==> src/rtl/pee_pkg.sv <==
`default_nettype none
// ----------------------------------------------------------------------------
// pee_pkg
// Shared types and constants for the postfix expression evaluator.
// ----------------------------------------------------------------------------
package pee_pkg;

  localparam int CMD_W = 3;
  localparam int VAL_W = 32;
  localparam int ST_W  = 2;

  typedef enum logic [CMD_W-1:0] {
    CMD_OPERAND = 3'd0,
    CMD_ADD     = 3'd1,
    CMD_SUB     = 3'd2,
    CMD_MUL     = 3'd3,
    CMD_DIV     = 3'd4
  } cmd_t;

  localparam logic [ST_W-1:0] ST_OK       = 2'd0;
  localparam logic [ST_W-1:0] ST_EMPTY    = 2'd1;
  localparam logic [ST_W-1:0] ST_OVERFLOW = 2'd2;
  localparam logic [ST_W-1:0] ST_DIVZERO  = 2'd3;

  localparam logic signed [VAL_W-1:0] Q_MAX = 32'sh7FFF_FFFF;
  localparam logic signed [VAL_W-1:0] Q_MIN = 32'sh8000_0000;

  // classified token handed from the front end to the back end
  typedef struct packed {
    logic                    is_push;
    logic                    is_op;
    logic [CMD_W-1:0]        op;
    logic signed [VAL_W-1:0] value;
    logic                    last;
  } tok_t;

endpackage
`default_nettype wire

==> src/rtl/pee_if.sv <==
`default_nettype none
// ----------------------------------------------------------------------------
// pee_in_if / pee_out_if
// Valid/ready channels for tokens and results.
// ----------------------------------------------------------------------------
interface pee_in_if;
  logic                         valid;
  logic                         ready;
  logic [pee_pkg::CMD_W-1:0]    command;
  logic signed [pee_pkg::VAL_W-1:0] token_value;
  logic                         last_token;
  modport source (output valid, command, token_value, last_token, input ready);
  modport sink (input valid, command, token_value, last_token, output ready);
endinterface

interface pee_out_if;
  logic                         valid;
  logic                         ready;
  logic signed [pee_pkg::VAL_W-1:0] result_value;
  logic [pee_pkg::ST_W-1:0]     status;
  modport source (output valid, result_value, status, input ready);
  modport sink (input valid, result_value, status, output ready);
endinterface
`default_nettype wire

==> src/rtl/pee_front.sv <==
`default_nettype none
// ----------------------------------------------------------------------------
// pee_front
// Accepts tokens, classifies them and queues them for the back end.
// ----------------------------------------------------------------------------
module pee_front (
  input  wire logic        clk,
  input  wire logic        rst,
  pee_in_if.sink           in_ch,
  output pee_pkg::tok_t    tok,
  output logic             tok_valid,
  input  wire logic        tok_pop
);

  localparam int QD = 2;

  pee_pkg::tok_t q [QD];
  logic          wr_ptr;
  logic          rd_ptr;
  logic [1:0]    fill;
  pee_pkg::tok_t cls;
  logic          push;

  always_comb begin
    cls         = '0;
    cls.op      = in_ch.command;
    cls.value   = in_ch.token_value;
    cls.last    = in_ch.last_token;
    cls.is_push = (in_ch.command == pee_pkg::CMD_OPERAND);
    cls.is_op   = (in_ch.command == pee_pkg::CMD_ADD) || (in_ch.command == pee_pkg::CMD_SUB) ||
                  (in_ch.command == pee_pkg::CMD_MUL) || (in_ch.command == pee_pkg::CMD_DIV);
  end

  assign in_ch.ready = (fill != 2'(QD));
  assign push        = in_ch.valid && in_ch.ready;
  assign tok_valid   = (fill != 2'd0);
  assign tok         = q[rd_ptr];

  always_ff @(posedge clk) begin
    if (push) q[wr_ptr] <= cls;
  end

  always_ff @(posedge clk) begin
    if (rst) begin
      wr_ptr <= 1'b0;
      rd_ptr <= 1'b0;
      fill   <= 2'd0;
    end else begin
      if (push) wr_ptr <= ~wr_ptr;
      if (tok_pop) rd_ptr <= ~rd_ptr;
      fill <= fill + 2'(push) - 2'(tok_pop);
    end
  end

endmodule
`default_nettype wire

==> src/rtl/pee_div.sv <==
`default_nettype none
// ----------------------------------------------------------------------------
// pee_div
// Radix-2 restoring divider: (a << 16) / b, truncated, saturated to Q16.16.
// ----------------------------------------------------------------------------
module pee_div (
  input  wire logic                          clk,
  input  wire logic                          rst,
  input  wire logic                          start,
  input  wire logic signed [pee_pkg::VAL_W-1:0] a,
  input  wire logic signed [pee_pkg::VAL_W-1:0] b,
  output logic                               done,
  output logic signed [pee_pkg::VAL_W-1:0]   q_out
);

  localparam int NW = 48;

  logic [NW-1:0] num;
  logic [NW-1:0] quo;
  logic [32:0]   rem;
  logic [31:0]   den;
  logic          neg;
  logic [5:0]    cnt;
  logic          busy;
  logic [32:0]   trial;
  logic [48:0]   sq;

  assign trial = {rem[31:0], num[NW-1]} - {1'b0, den};

  always_ff @(posedge clk) begin
    if (rst) begin
      busy <= 1'b0;
      done <= 1'b0;
    end else begin
      done <= 1'b0;
      if (start) begin
        busy <= 1'b1;
        cnt  <= 6'd0;
      end else if (busy) begin
        cnt <= cnt + 6'd1;
        if (cnt == 6'(NW - 1)) begin
          busy <= 1'b0;
          done <= 1'b1;
        end
      end
    end
  end

  always_ff @(posedge clk) begin
    if (start) begin
      num <= {(a[31] ? 32'(-a) : a), 16'd0};
      den <= b[31] ? 32'(-b) : b;
      neg <= a[31] ^ b[31];
      rem <= '0;
      quo <= '0;
    end else if (busy) begin
      num <= {num[NW-2:0], 1'b0};
      if (!trial[32]) begin
        rem <= trial;
        quo <= {quo[NW-2:0], 1'b1};
      end else begin
        rem <= {rem[31:0], num[NW-1]};
        quo <= {quo[NW-2:0], 1'b0};
      end
    end
  end

  always_comb begin
    sq = neg ? -{1'b0, quo} : {1'b0, quo};
    if (!sq[48] && sq[47:31] != 17'd0)      q_out = pee_pkg::Q_MAX;
    else if (sq[48] && sq[47:31] != 17'h1FFFF) q_out = pee_pkg::Q_MIN;
    else                                     q_out = sq[31:0];
  end

endmodule
`default_nettype wire

==> src/rtl/pee_back.sv <==
`default_nettype none
// ----------------------------------------------------------------------------
// pee_back
// Executes tokens on the operand stack and emits results.
// ----------------------------------------------------------------------------
module pee_back #(
  parameter int STACK_DEPTH = 16
) (
  input  wire logic        clk,
  input  wire logic        rst,
  input  pee_pkg::tok_t    tok,
  input  wire logic        tok_valid,
  output logic             tok_pop,
  pee_out_if.source        out_ch
);

  localparam int AW = (STACK_DEPTH > 1) ? $clog2(STACK_DEPTH) : 1;
  localparam int CW = $clog2(STACK_DEPTH + 1);

  typedef enum logic [6:0] {
    S_IDLE = 7'b0000001,
    S_RD1  = 7'b0000010,
    S_RD2  = 7'b0000100,
    S_CALC = 7'b0001000,
    S_MUL  = 7'b0010000,
    S_DIV  = 7'b0100000,
    S_FIN  = 7'b1000000
  } state_t;

  state_t state;
  logic signed [31:0] mem [STACK_DEPTH];
  logic signed [31:0] rd_data;
  logic [AW-1:0]      rd_addr;
  logic [CW-1:0]      count;
  logic               ovf, dz;
  pee_pkg::tok_t      cur;
  logic signed [31:0] opa, opb, res;
  logic signed [63:0] prod;
  logic               wr_en;
  logic               wr_pend;
  logic [AW-1:0]      wr_addr;
  logic signed [31:0] wr_data;
  logic               div_start, div_done;
  logic signed [31:0] div_q;
  logic signed [32:0] sum;
  logic signed [47:0] psh;
  logic               out_valid;
  logic signed [31:0] out_val;
  logic [1:0]         out_st;

  pee_div u_div (
    .clk(clk), .rst(rst), .start(div_start), .a(opa), .b(opb),
    .done(div_done), .q_out(div_q)
  );

  always_ff @(posedge clk) begin
    if (wr_en) mem[wr_addr] <= wr_data;
    rd_data <= mem[rd_addr];
  end

  assign tok_pop = (state == S_IDLE) && tok_valid && !(tok.last && out_valid);
  assign out_ch.valid        = out_valid;
  assign out_ch.result_value = out_val;
  assign out_ch.status       = out_st;

  always_comb begin
    sum = (cur.op == pee_pkg::CMD_ADD) ? (33'(opa) + 33'(opb)) : (33'(opa) - 33'(opb));
    // arithmetic shift floors, matching round toward minus infinity
    psh = prod[63:16];
    res = sum[32] != sum[31] ? (sum[32] ? pee_pkg::Q_MIN : pee_pkg::Q_MAX) : sum[31:0];
  end

  always_comb begin
    rd_addr = AW'(count - CW'(1));
    if (state == S_RD1) rd_addr = AW'(count - CW'(2));
  end

  always_ff @(posedge clk) begin
    if (rst) begin
      state     <= S_IDLE;
      count     <= '0;
      ovf       <= 1'b0;
      dz        <= 1'b0;
      out_valid <= 1'b0;
      wr_en     <= 1'b0;
      wr_pend   <= 1'b0;
      div_start <= 1'b0;
    end else begin
      wr_en     <= 1'b0;
      wr_pend   <= wr_en;
      div_start <= 1'b0;
      if (out_valid && out_ch.ready) out_valid <= 1'b0;
      unique case (state)
        S_IDLE: begin
          if (tok_pop) begin
            cur <= tok;
            if (tok.is_push) begin
              if (count < CW'(STACK_DEPTH)) begin
                wr_en   <= 1'b1;
                wr_addr <= AW'(count);
                wr_data <= tok.value;
                count   <= count + CW'(1);
              end else begin
                ovf <= 1'b1;
              end
              state <= S_FIN;
            end else if (tok.is_op && count >= CW'(2)) begin
              state <= S_RD1;
            end else begin
              if (tok.is_op && count == CW'(1)) count <= '0;
              state <= S_FIN;
            end
          end
        end
        S_RD1: begin
          opb   <= rd_data;
          state <= S_RD2;
        end
        S_RD2: begin
          opa   <= rd_data;
          state <= S_CALC;
        end
        S_CALC: begin
          if (cur.op == pee_pkg::CMD_MUL) begin
            state <= S_MUL;
          end else if (cur.op == pee_pkg::CMD_DIV) begin
            if (opb == 32'sd0) begin
              state <= S_DIV;
            end else begin
              div_start <= 1'b1;
              state     <= S_DIV;
            end
          end else begin
            state <= S_MUL;
          end
          prod <= 64'(opa) * 64'(opb);
        end
        S_MUL: begin
          wr_en   <= 1'b1;
          wr_addr <= AW'(count - CW'(2));
          count   <= count - CW'(1);
          if (cur.op == pee_pkg::CMD_MUL) begin
            if (psh > 48'sh7FFF_FFFF)       wr_data <= pee_pkg::Q_MAX;
            else if (psh < -48'sh8000_0000) wr_data <= pee_pkg::Q_MIN;
            else                            wr_data <= psh[31:0];
          end else begin
            wr_data <= res;
          end
          state <= S_FIN;
        end
        S_DIV: begin
          if (opb == 32'sd0) begin
            dz      <= 1'b1;
            wr_en   <= 1'b1;
            wr_addr <= AW'(count - CW'(2));
            count   <= count - CW'(1);
            wr_data <= opa[31] ? pee_pkg::Q_MIN : ((opa == 32'sd0) ? 32'sd0 : pee_pkg::Q_MAX);
            state   <= S_FIN;
          end else if (div_done) begin
            wr_en   <= 1'b1;
            wr_addr <= AW'(count - CW'(2));
            count   <= count - CW'(1);
            wr_data <= div_q;
            state   <= S_FIN;
          end
        end
        S_FIN: begin
          // wait until the last write has passed through the registered read
          if (!wr_en && !wr_pend) begin
            if (cur.last) begin
              out_valid <= 1'b1;
              if (count == '0) begin
                out_val <= '0;
                out_st  <= pee_pkg::ST_EMPTY;
              end else begin
                out_val <= rd_data;
                out_st  <= dz ? pee_pkg::ST_DIVZERO :
                           (ovf ? pee_pkg::ST_OVERFLOW : pee_pkg::ST_OK);
              end
              count <= '0;
              ovf   <= 1'b0;
              dz    <= 1'b0;
            end
            state <= S_IDLE;
          end
        end
        default: state <= S_IDLE;
      endcase
    end
  end

endmodule
`default_nettype wire

==> src/rtl/postfix_expression_evaluator_core.sv <==
`default_nettype none
// ----------------------------------------------------------------------------
// postfix_expression_evaluator_core
// RPN evaluator on a bounded Q16.16 operand stack.
// ----------------------------------------------------------------------------
// A push writes the stack; add, subtract, multiply and a divide by zero read
// two operands and write back; a divide uses the 48-step radix-2 divider; a
// dropped or ignored token only finishes. A two-entry queue decouples intake
// from execution; a result is held in an output register so tokens that are
// not last can be taken while it waits, and a last token waits until it drains.
module postfix_expression_evaluator_core #(
  parameter int STACK_DEPTH = 16
) (
  input wire logic clk,
  input wire logic rst,
  pee_in_if.sink   in_ch,
  pee_out_if.source out_ch
);

  pee_pkg::tok_t tok;
  logic          tok_valid;
  logic          tok_pop;

  pee_front u_front (
    .clk(clk), .rst(rst), .in_ch(in_ch), .tok(tok), .tok_valid(tok_valid), .tok_pop(tok_pop)
  );

  pee_back #(.STACK_DEPTH(STACK_DEPTH)) u_back (
    .clk(clk), .rst(rst), .tok(tok), .tok_valid(tok_valid), .tok_pop(tok_pop), .out_ch(out_ch)
  );

  a_pop_valid: assert property (@(posedge clk) disable iff (rst) tok_pop |-> tok_valid)
    else $error("pop from empty queue");
  a_empty_zero: assert property (@(posedge clk) disable iff (rst)
    (out_ch.valid && out_ch.status == pee_pkg::ST_EMPTY) |-> out_ch.result_value == '0)
    else $error("empty result not zero");

endmodule
`default_nettype wire
==> src/flat_wrapper.sv <==
// flat-port wrapper written by rule: the top's interface ports become plain ports
module postfix_expression_evaluator_core_flat 
#(
  parameter int STACK_DEPTH = 16
)
  (clk, rst, in_ch_valid, in_ch_command, in_ch_token_value, in_ch_last_token, in_ch_ready, out_ch_valid, out_ch_result_value, out_ch_status, out_ch_ready);
  pee_in_if in_ch_i ();
  pee_out_if out_ch_i ();
  input wire logic clk;
  input wire logic rst;
  input wire logic [$bits(in_ch_i.valid)-1:0] in_ch_valid;
  input wire logic [$bits(in_ch_i.command)-1:0] in_ch_command;
  input wire logic [$bits(in_ch_i.token_value)-1:0] in_ch_token_value;
  input wire logic [$bits(in_ch_i.last_token)-1:0] in_ch_last_token;
  output wire logic [$bits(in_ch_i.ready)-1:0] in_ch_ready;
  output wire logic [$bits(out_ch_i.valid)-1:0] out_ch_valid;
  output wire logic [$bits(out_ch_i.result_value)-1:0] out_ch_result_value;
  output wire logic [$bits(out_ch_i.status)-1:0] out_ch_status;
  input wire logic [$bits(out_ch_i.ready)-1:0] out_ch_ready;
  assign in_ch_i.valid = in_ch_valid;
  assign in_ch_i.command = in_ch_command;
  assign in_ch_i.token_value = in_ch_token_value;
  assign in_ch_i.last_token = in_ch_last_token;
  assign in_ch_ready = in_ch_i.ready;
  assign out_ch_valid = out_ch_i.valid;
  assign out_ch_result_value = out_ch_i.result_value;
  assign out_ch_status = out_ch_i.status;
  assign out_ch_i.ready = out_ch_ready;
  postfix_expression_evaluator_core #(.STACK_DEPTH(STACK_DEPTH)) u_core (.clk(clk), .rst(rst), .in_ch(in_ch_i), .out_ch(out_ch_i));
endmodule
==> config.mk <==
export PLATFORM = sky130hd
export DESIGN_NAME = postfix_expression_evaluator_core_flat
export DESIGN_NICKNAME = d
export VERILOG_FILES = /design/src/rtl/pee_pkg.sv /design/src/rtl/pee_if.sv /design/src/rtl/pee_front.sv /design/src/rtl/pee_div.sv /design/src/rtl/pee_back.sv /design/src/rtl/postfix_expression_evaluator_core.sv /design/src/flat_wrapper.sv
export SDC_FILE = /design/constraint.sdc
export NUM_CORES = 2
export LEC_CHECK = 0
export BUFFER_PORTS_ARGS = -buffer_cell sky130_fd_sc_hd__buf_2
export CORE_ASPECT_RATIO = 1.2
export CORE_MARGIN = 4
export CORE_UTILIZATION = 55
export DETAILED_ROUTE_END_ITERATION = 12
export PLACE_DENSITY = 0.71
export SYNTH_ARGS = -nofsm -noshare
export SYNTH_HDL_FRONTEND = slang
export SYNTH_SLANG_ARGS = --single-unit
==> constraint.sdc <==
create_clock -name clk -period 10.15 [get_ports clk]
set_input_delay 3.045 -clock clk [delete_from_list [all_inputs] [get_ports clk]]
set_output_delay 3.045 -clock clk [all_outputs]
set_load 0.005 [all_outputs]
==> results.py <==
metrics = {
    "sta": {
        "fin_crit_sh_pct": 94.7,
        "slew_headroom_pct": 6.84,
        "timing.final.crit_period_ns": 9.61,
        "finalSetupTns_ns": 0,
        "skew_ns": 0.0403,
        "worst_pin_slew_ns": 1.40,
        "finalHoldViolCount": 0,
        "setup_viol": 0,
        "fmax_mhz": 104,
        "maxSlewViolCount": 0,
        "fin_ws_ns": 0.540,
        "rsz0062_at_grt": "false",
    },
    "clock_network": {
        "htree_levels": 3,
        "cts.path.max_buffers": 3,
        "postCtsSetupBuffers": 0,
        "insertion_delay_ns": 0.72,
        "clock-sinks": 982,
        "tritoncts": "built",
        "clk_pin_slew_ns": 0.06,
        "cts_root_buf": "clkbuf_16",
        "cts-resized-gates": 0,
        "numCtsBuffers": 91,
        "hold_buffers": 0,
    },
    "yosys": {
        "synth_ff_type": "edfxtp_1",
        "synthMuxAreaShare_pct": 5.67,
        "syn_area_per_cell_um2": 11.6,
        "synth.cell_area_mm2": 0.0784,
        "ys_warn_count": 0,
        "synth_xor_area_share_pct": 2.92,
        "yosys-top-cells-area": "edfxtp_1 (32%), fa_1 (28%), inv_1 (4.8%)",
        "synthesis.nets": 8115,
        "synth_cells": 6733,
        "synth_edf_count": 845,
        "synth.most_common_cell": "fa_1",
        "ys_types": 86,
        "synth_top_family_by_area": "adder cells",
        "synth_top_area_share_pct": 32.4,
        "synth_compound_area_share_pct": 5.66,
        "netlist_top_cells_count": "fa_1 (1083), inv_1 (999), edfxtp_1 (845)",
        "synthSimpleGateAreaFrac_pct": 11.4,
        "synthArstFlopShare_pct": 0,
        "synth_seq_area_share_pct": 35.9,
        "synth_top_area_cell": "edfxtp_1",
        "synth_seq_cells": 982,
        "synthAdderAreaFrac_pct": 31.8,
    },
    "setup_path": {
        "cpMostUsedCell": "fa_1",
        "crit_path_end_kind": "register",
        "crit_family": "adder cells",
        "cp.arrival_ns": 10.04,
        "required_ns": 10.58,
        "crit_slowest_cell": "edfxtp_1",
        "critPathCapture": "u_core.u_back.prod[58]$_DFFE_PP_",
        "crit_buf_inv": 7,
        "cp.depth": 27,
        "startpoint": "u_core.u_back.opb[9]$_DFFE_PP_",
        "r2r-start": "u_core.u_back.opb[9]$_DFFE_PP_",
        "r2r-end": "u_core.u_back.prod[58]$_DFFE_PP_",
        "start_kind": "register",
        "rr_worst_depth": 27,
        "critical_path_class": "reg2reg",
        "rrSetupSlack_ns": 0.54,
        "slowest_delay_ns": 1.04,
        "path_max_fanout": 27,
    },
    "power": {
        "power.share.switching_pct": 34.8,
        "vdd_drop_max_mv": 0.202,
        "p_leak_nw": 35.4,
        "clkPwrFrac_pct": 26.4,
        "powerDensity_mw_per_mm2": 163,
        "comb_power_share_pct": 34.9,
        "power_mw": 13.7,
        "intPower_mw": 8.95,
        "p_sw_mw": 4.79,
        "seqPwrFrac_pct": 38.7,
    },
    "final_layout": {
        "fillCellCount": 11254,
        "design_area_mm2": 0.0844,
        "area_delta_synth_final_pct": 7.60,
        "nNetsFinal": 8067,
        "final_layout_size_suffix_gt1_share_pct": 8.86,
    },
    "place": {
        "portBuffers": 75,
        "dp_hpwl_um": 153000,
        "gp_congestion": 0.936,
        "place_area_mm2": 0.0812,
        "post-place-ws_ns": 0.602,
    },
    "die": {
        "die_area_mm2": 0.149,
        "die-width_um": 353,
        "coreArea_mm2": 0.141,
        "io_pins": 76,
        "initial_core_util_pct": 55.5,
        "die_y_um": 422,
        "core.rowCount": 151,
    },
    "global_route": {
        "antenna_found_initial": 9,
        "grt_overflow_total": 0,
        "grt_pass1_wl_um": 321000,
        "grt_max_degree": 129,
        "grt_pass1_vias": 54062,
        "track_usage_pct": 28.4,
    },
    "route": {
        "via_count": 50369,
        "wirelength_um": 207000,
        "drtPass1Iterations": 5,
        "dr.first_iter.drc_count": 4272,
        "via_per_inst": 5.86,
        "wl_per_cell_um": 24.1,
        "drc": 0,
        "antenna_left": 0,
    },
    "job": {
        "cap_violations": 0,
    },
    "run_status": {
        "status": "finished, final reports clean",
    },
    "hold_path": {
        "hp-class": "reg2reg",
    },
}
[routing by layer]
layer / wire length, um / track usage, % / vias up
li1: - / - / 21862
met1: 75200 / 34.4 / 26057
met2: 106000 / 50.1 / 1992
met3: 14800 / 4.40 / 458
met4: 11100 / 13.2 / 0
met5: 0 / 0 / -
[sequential cells by signal, summed over array words and instances, names as in the netlist, 2 cells and up, named ones only]
name and count:
u_core.u_back.mem 512, u_core.u_front.q 76, u_core.u_back.prod 48, u_core.u_back.u_div.quo 48
u_core.u_back.opa 32, u_core.u_back.opb 32, u_core.u_back.out_ch.result_value 32, u_core.u_back.rd_data 32
u_core.u_back.u_div.den 32, u_core.u_back.u_div.num 32, u_core.u_back.u_div.rem 32, u_core.u_back.wr_data 32
u_core.u_back.state 7, u_core.u_back.u_div.cnt 6, u_core.u_back.count 5, u_core.u_back.cur 4
u_core.u_back.wr_addr 4, u_core.u_back.out_ch.status 2, u_core.u_front.fill 2
[through the flow]
step	utilization (%)	std cells	hold WS, ns
2_1_floorplan	-	6733	0.418
3_3_place_gp	57.4	8428	0.471
3_5_place_dp	57.4	8428	0.489
4_1_cts	59.7	8599	0.494
5_1_grt	59.7	8599	0.519
6_report	59.7	8602	0.493
[worst reg2reg max path: stages (launching register included)]
cell,delay [ns]
edfxtp_1,1.04
buf_4,0.39
nand2_1,0.13
fa_1,0.74
inv_1,0.11
fa_1,0.54
inv_1,0.06
fa_1,0.50
fa_1,0.51
inv_1,0.05
fa_1,0.59
fa_1,0.44
fa_1,0.52
fa_1,0.42
ha_1,0.36
a21o_1,0.18
a21o_1,0.16
a21oi_1,0.36
o2111ai_1,0.17
nor3b_1,0.51
buf_4,0.25
o311ai_0,0.15
buf_4,0.18
a31oi_1,0.21
o21ai_0,0.15
buf_4,0.16
a221oi_1,0.34
xnor2_1,0.11
[area by class of cell]
type / instances / area, um^2 / area share [%]
inverter: 999 / 3750 / 4.45
timing repair buffer: 246 / 1700 / 2.01
clock inverter: 55 / 698 / 0.828
antenna: 3 / 7.51 / 0.00890
clock buffer: 116 / 2480 / 2.94
tap: 1836 / 2300 / 2.72
multi-input combinational: 4365 / 45300 / 53.7
sequential: 982 / 28100 / 33.3
[cells in the final DEF, fill, tap and decap left out, types with 34 or more instances in the layout]
cell type	count
a211oi_1	79
a21o_1	53
a21oi_1	252
and2_1	511
buf_2	75
buf_4	168
clkbuf_16	93
dfxtp_1	134
edfxtp_1	845
fa_1	1083
ha_1	259
inv_1	999
mux2i_1	145
mux4_2	128
nand2_1	627
nand3_1	35
nor2_1	282
nor2b_1	87
nor3_1	42
o21ai_0	95
o31ai_1	34
xnor2_1	140
xor2_1	118
[kinds of logic after synthesis]
logic type	Yosys count
compound gates	688
flops	982
xor+xnor	261
fa+ha+maj	1342
simple gates	1791
buf+inv	1386
mux	283
[power groups by stage]
stage                     sequential [mW]  clock (mW)  combinational [mW]
final                                5.31        3.63                4.79
after global routing                 5.33        3.86                5.25
after CTS                            5.30        3.69                4.81
after detailed placement             5.38           0                4.73
after global placement               5.37           0                4.71
after floorplan                      5.09           0                3.43
[worst min-delay path by stage]
stage                                             start                                        to  slack, ns  cells past startpoint
5_1_grt        u_core.u_back.u_div.rem[13]$_SDFFE_PP0P_  u_core.u_back.u_div.rem[13]$_SDFFE_PP0P_       0.52                      2
2_1_floorplan          u_core.u_back.rd_data[0]$_DFF_P_            u_core.u_back.opa[0]$_DFFE_PP_       0.42                      0
3_5_place_dp   u_core.u_back.u_div.rem[28]$_SDFFE_PP0P_  u_core.u_back.u_div.rem[28]$_SDFFE_PP0P_       0.49                      2
6_report       u_core.u_back.u_div.rem[28]$_SDFFE_PP0P_  u_core.u_back.u_div.rem[28]$_SDFFE_PP0P_       0.49                      2
3_3_place_gp             u_core.u_back.ovf$_SDFFE_PP0P_            u_core.u_back.ovf$_SDFFE_PP0P_       0.47                      2
4_1_cts        u_core.u_back.u_div.rem[28]$_SDFFE_PP0P_  u_core.u_back.u_div.rem[28]$_SDFFE_PP0P_       0.49                      2
No activity file was read; power rests on OpenSTA's default activity.
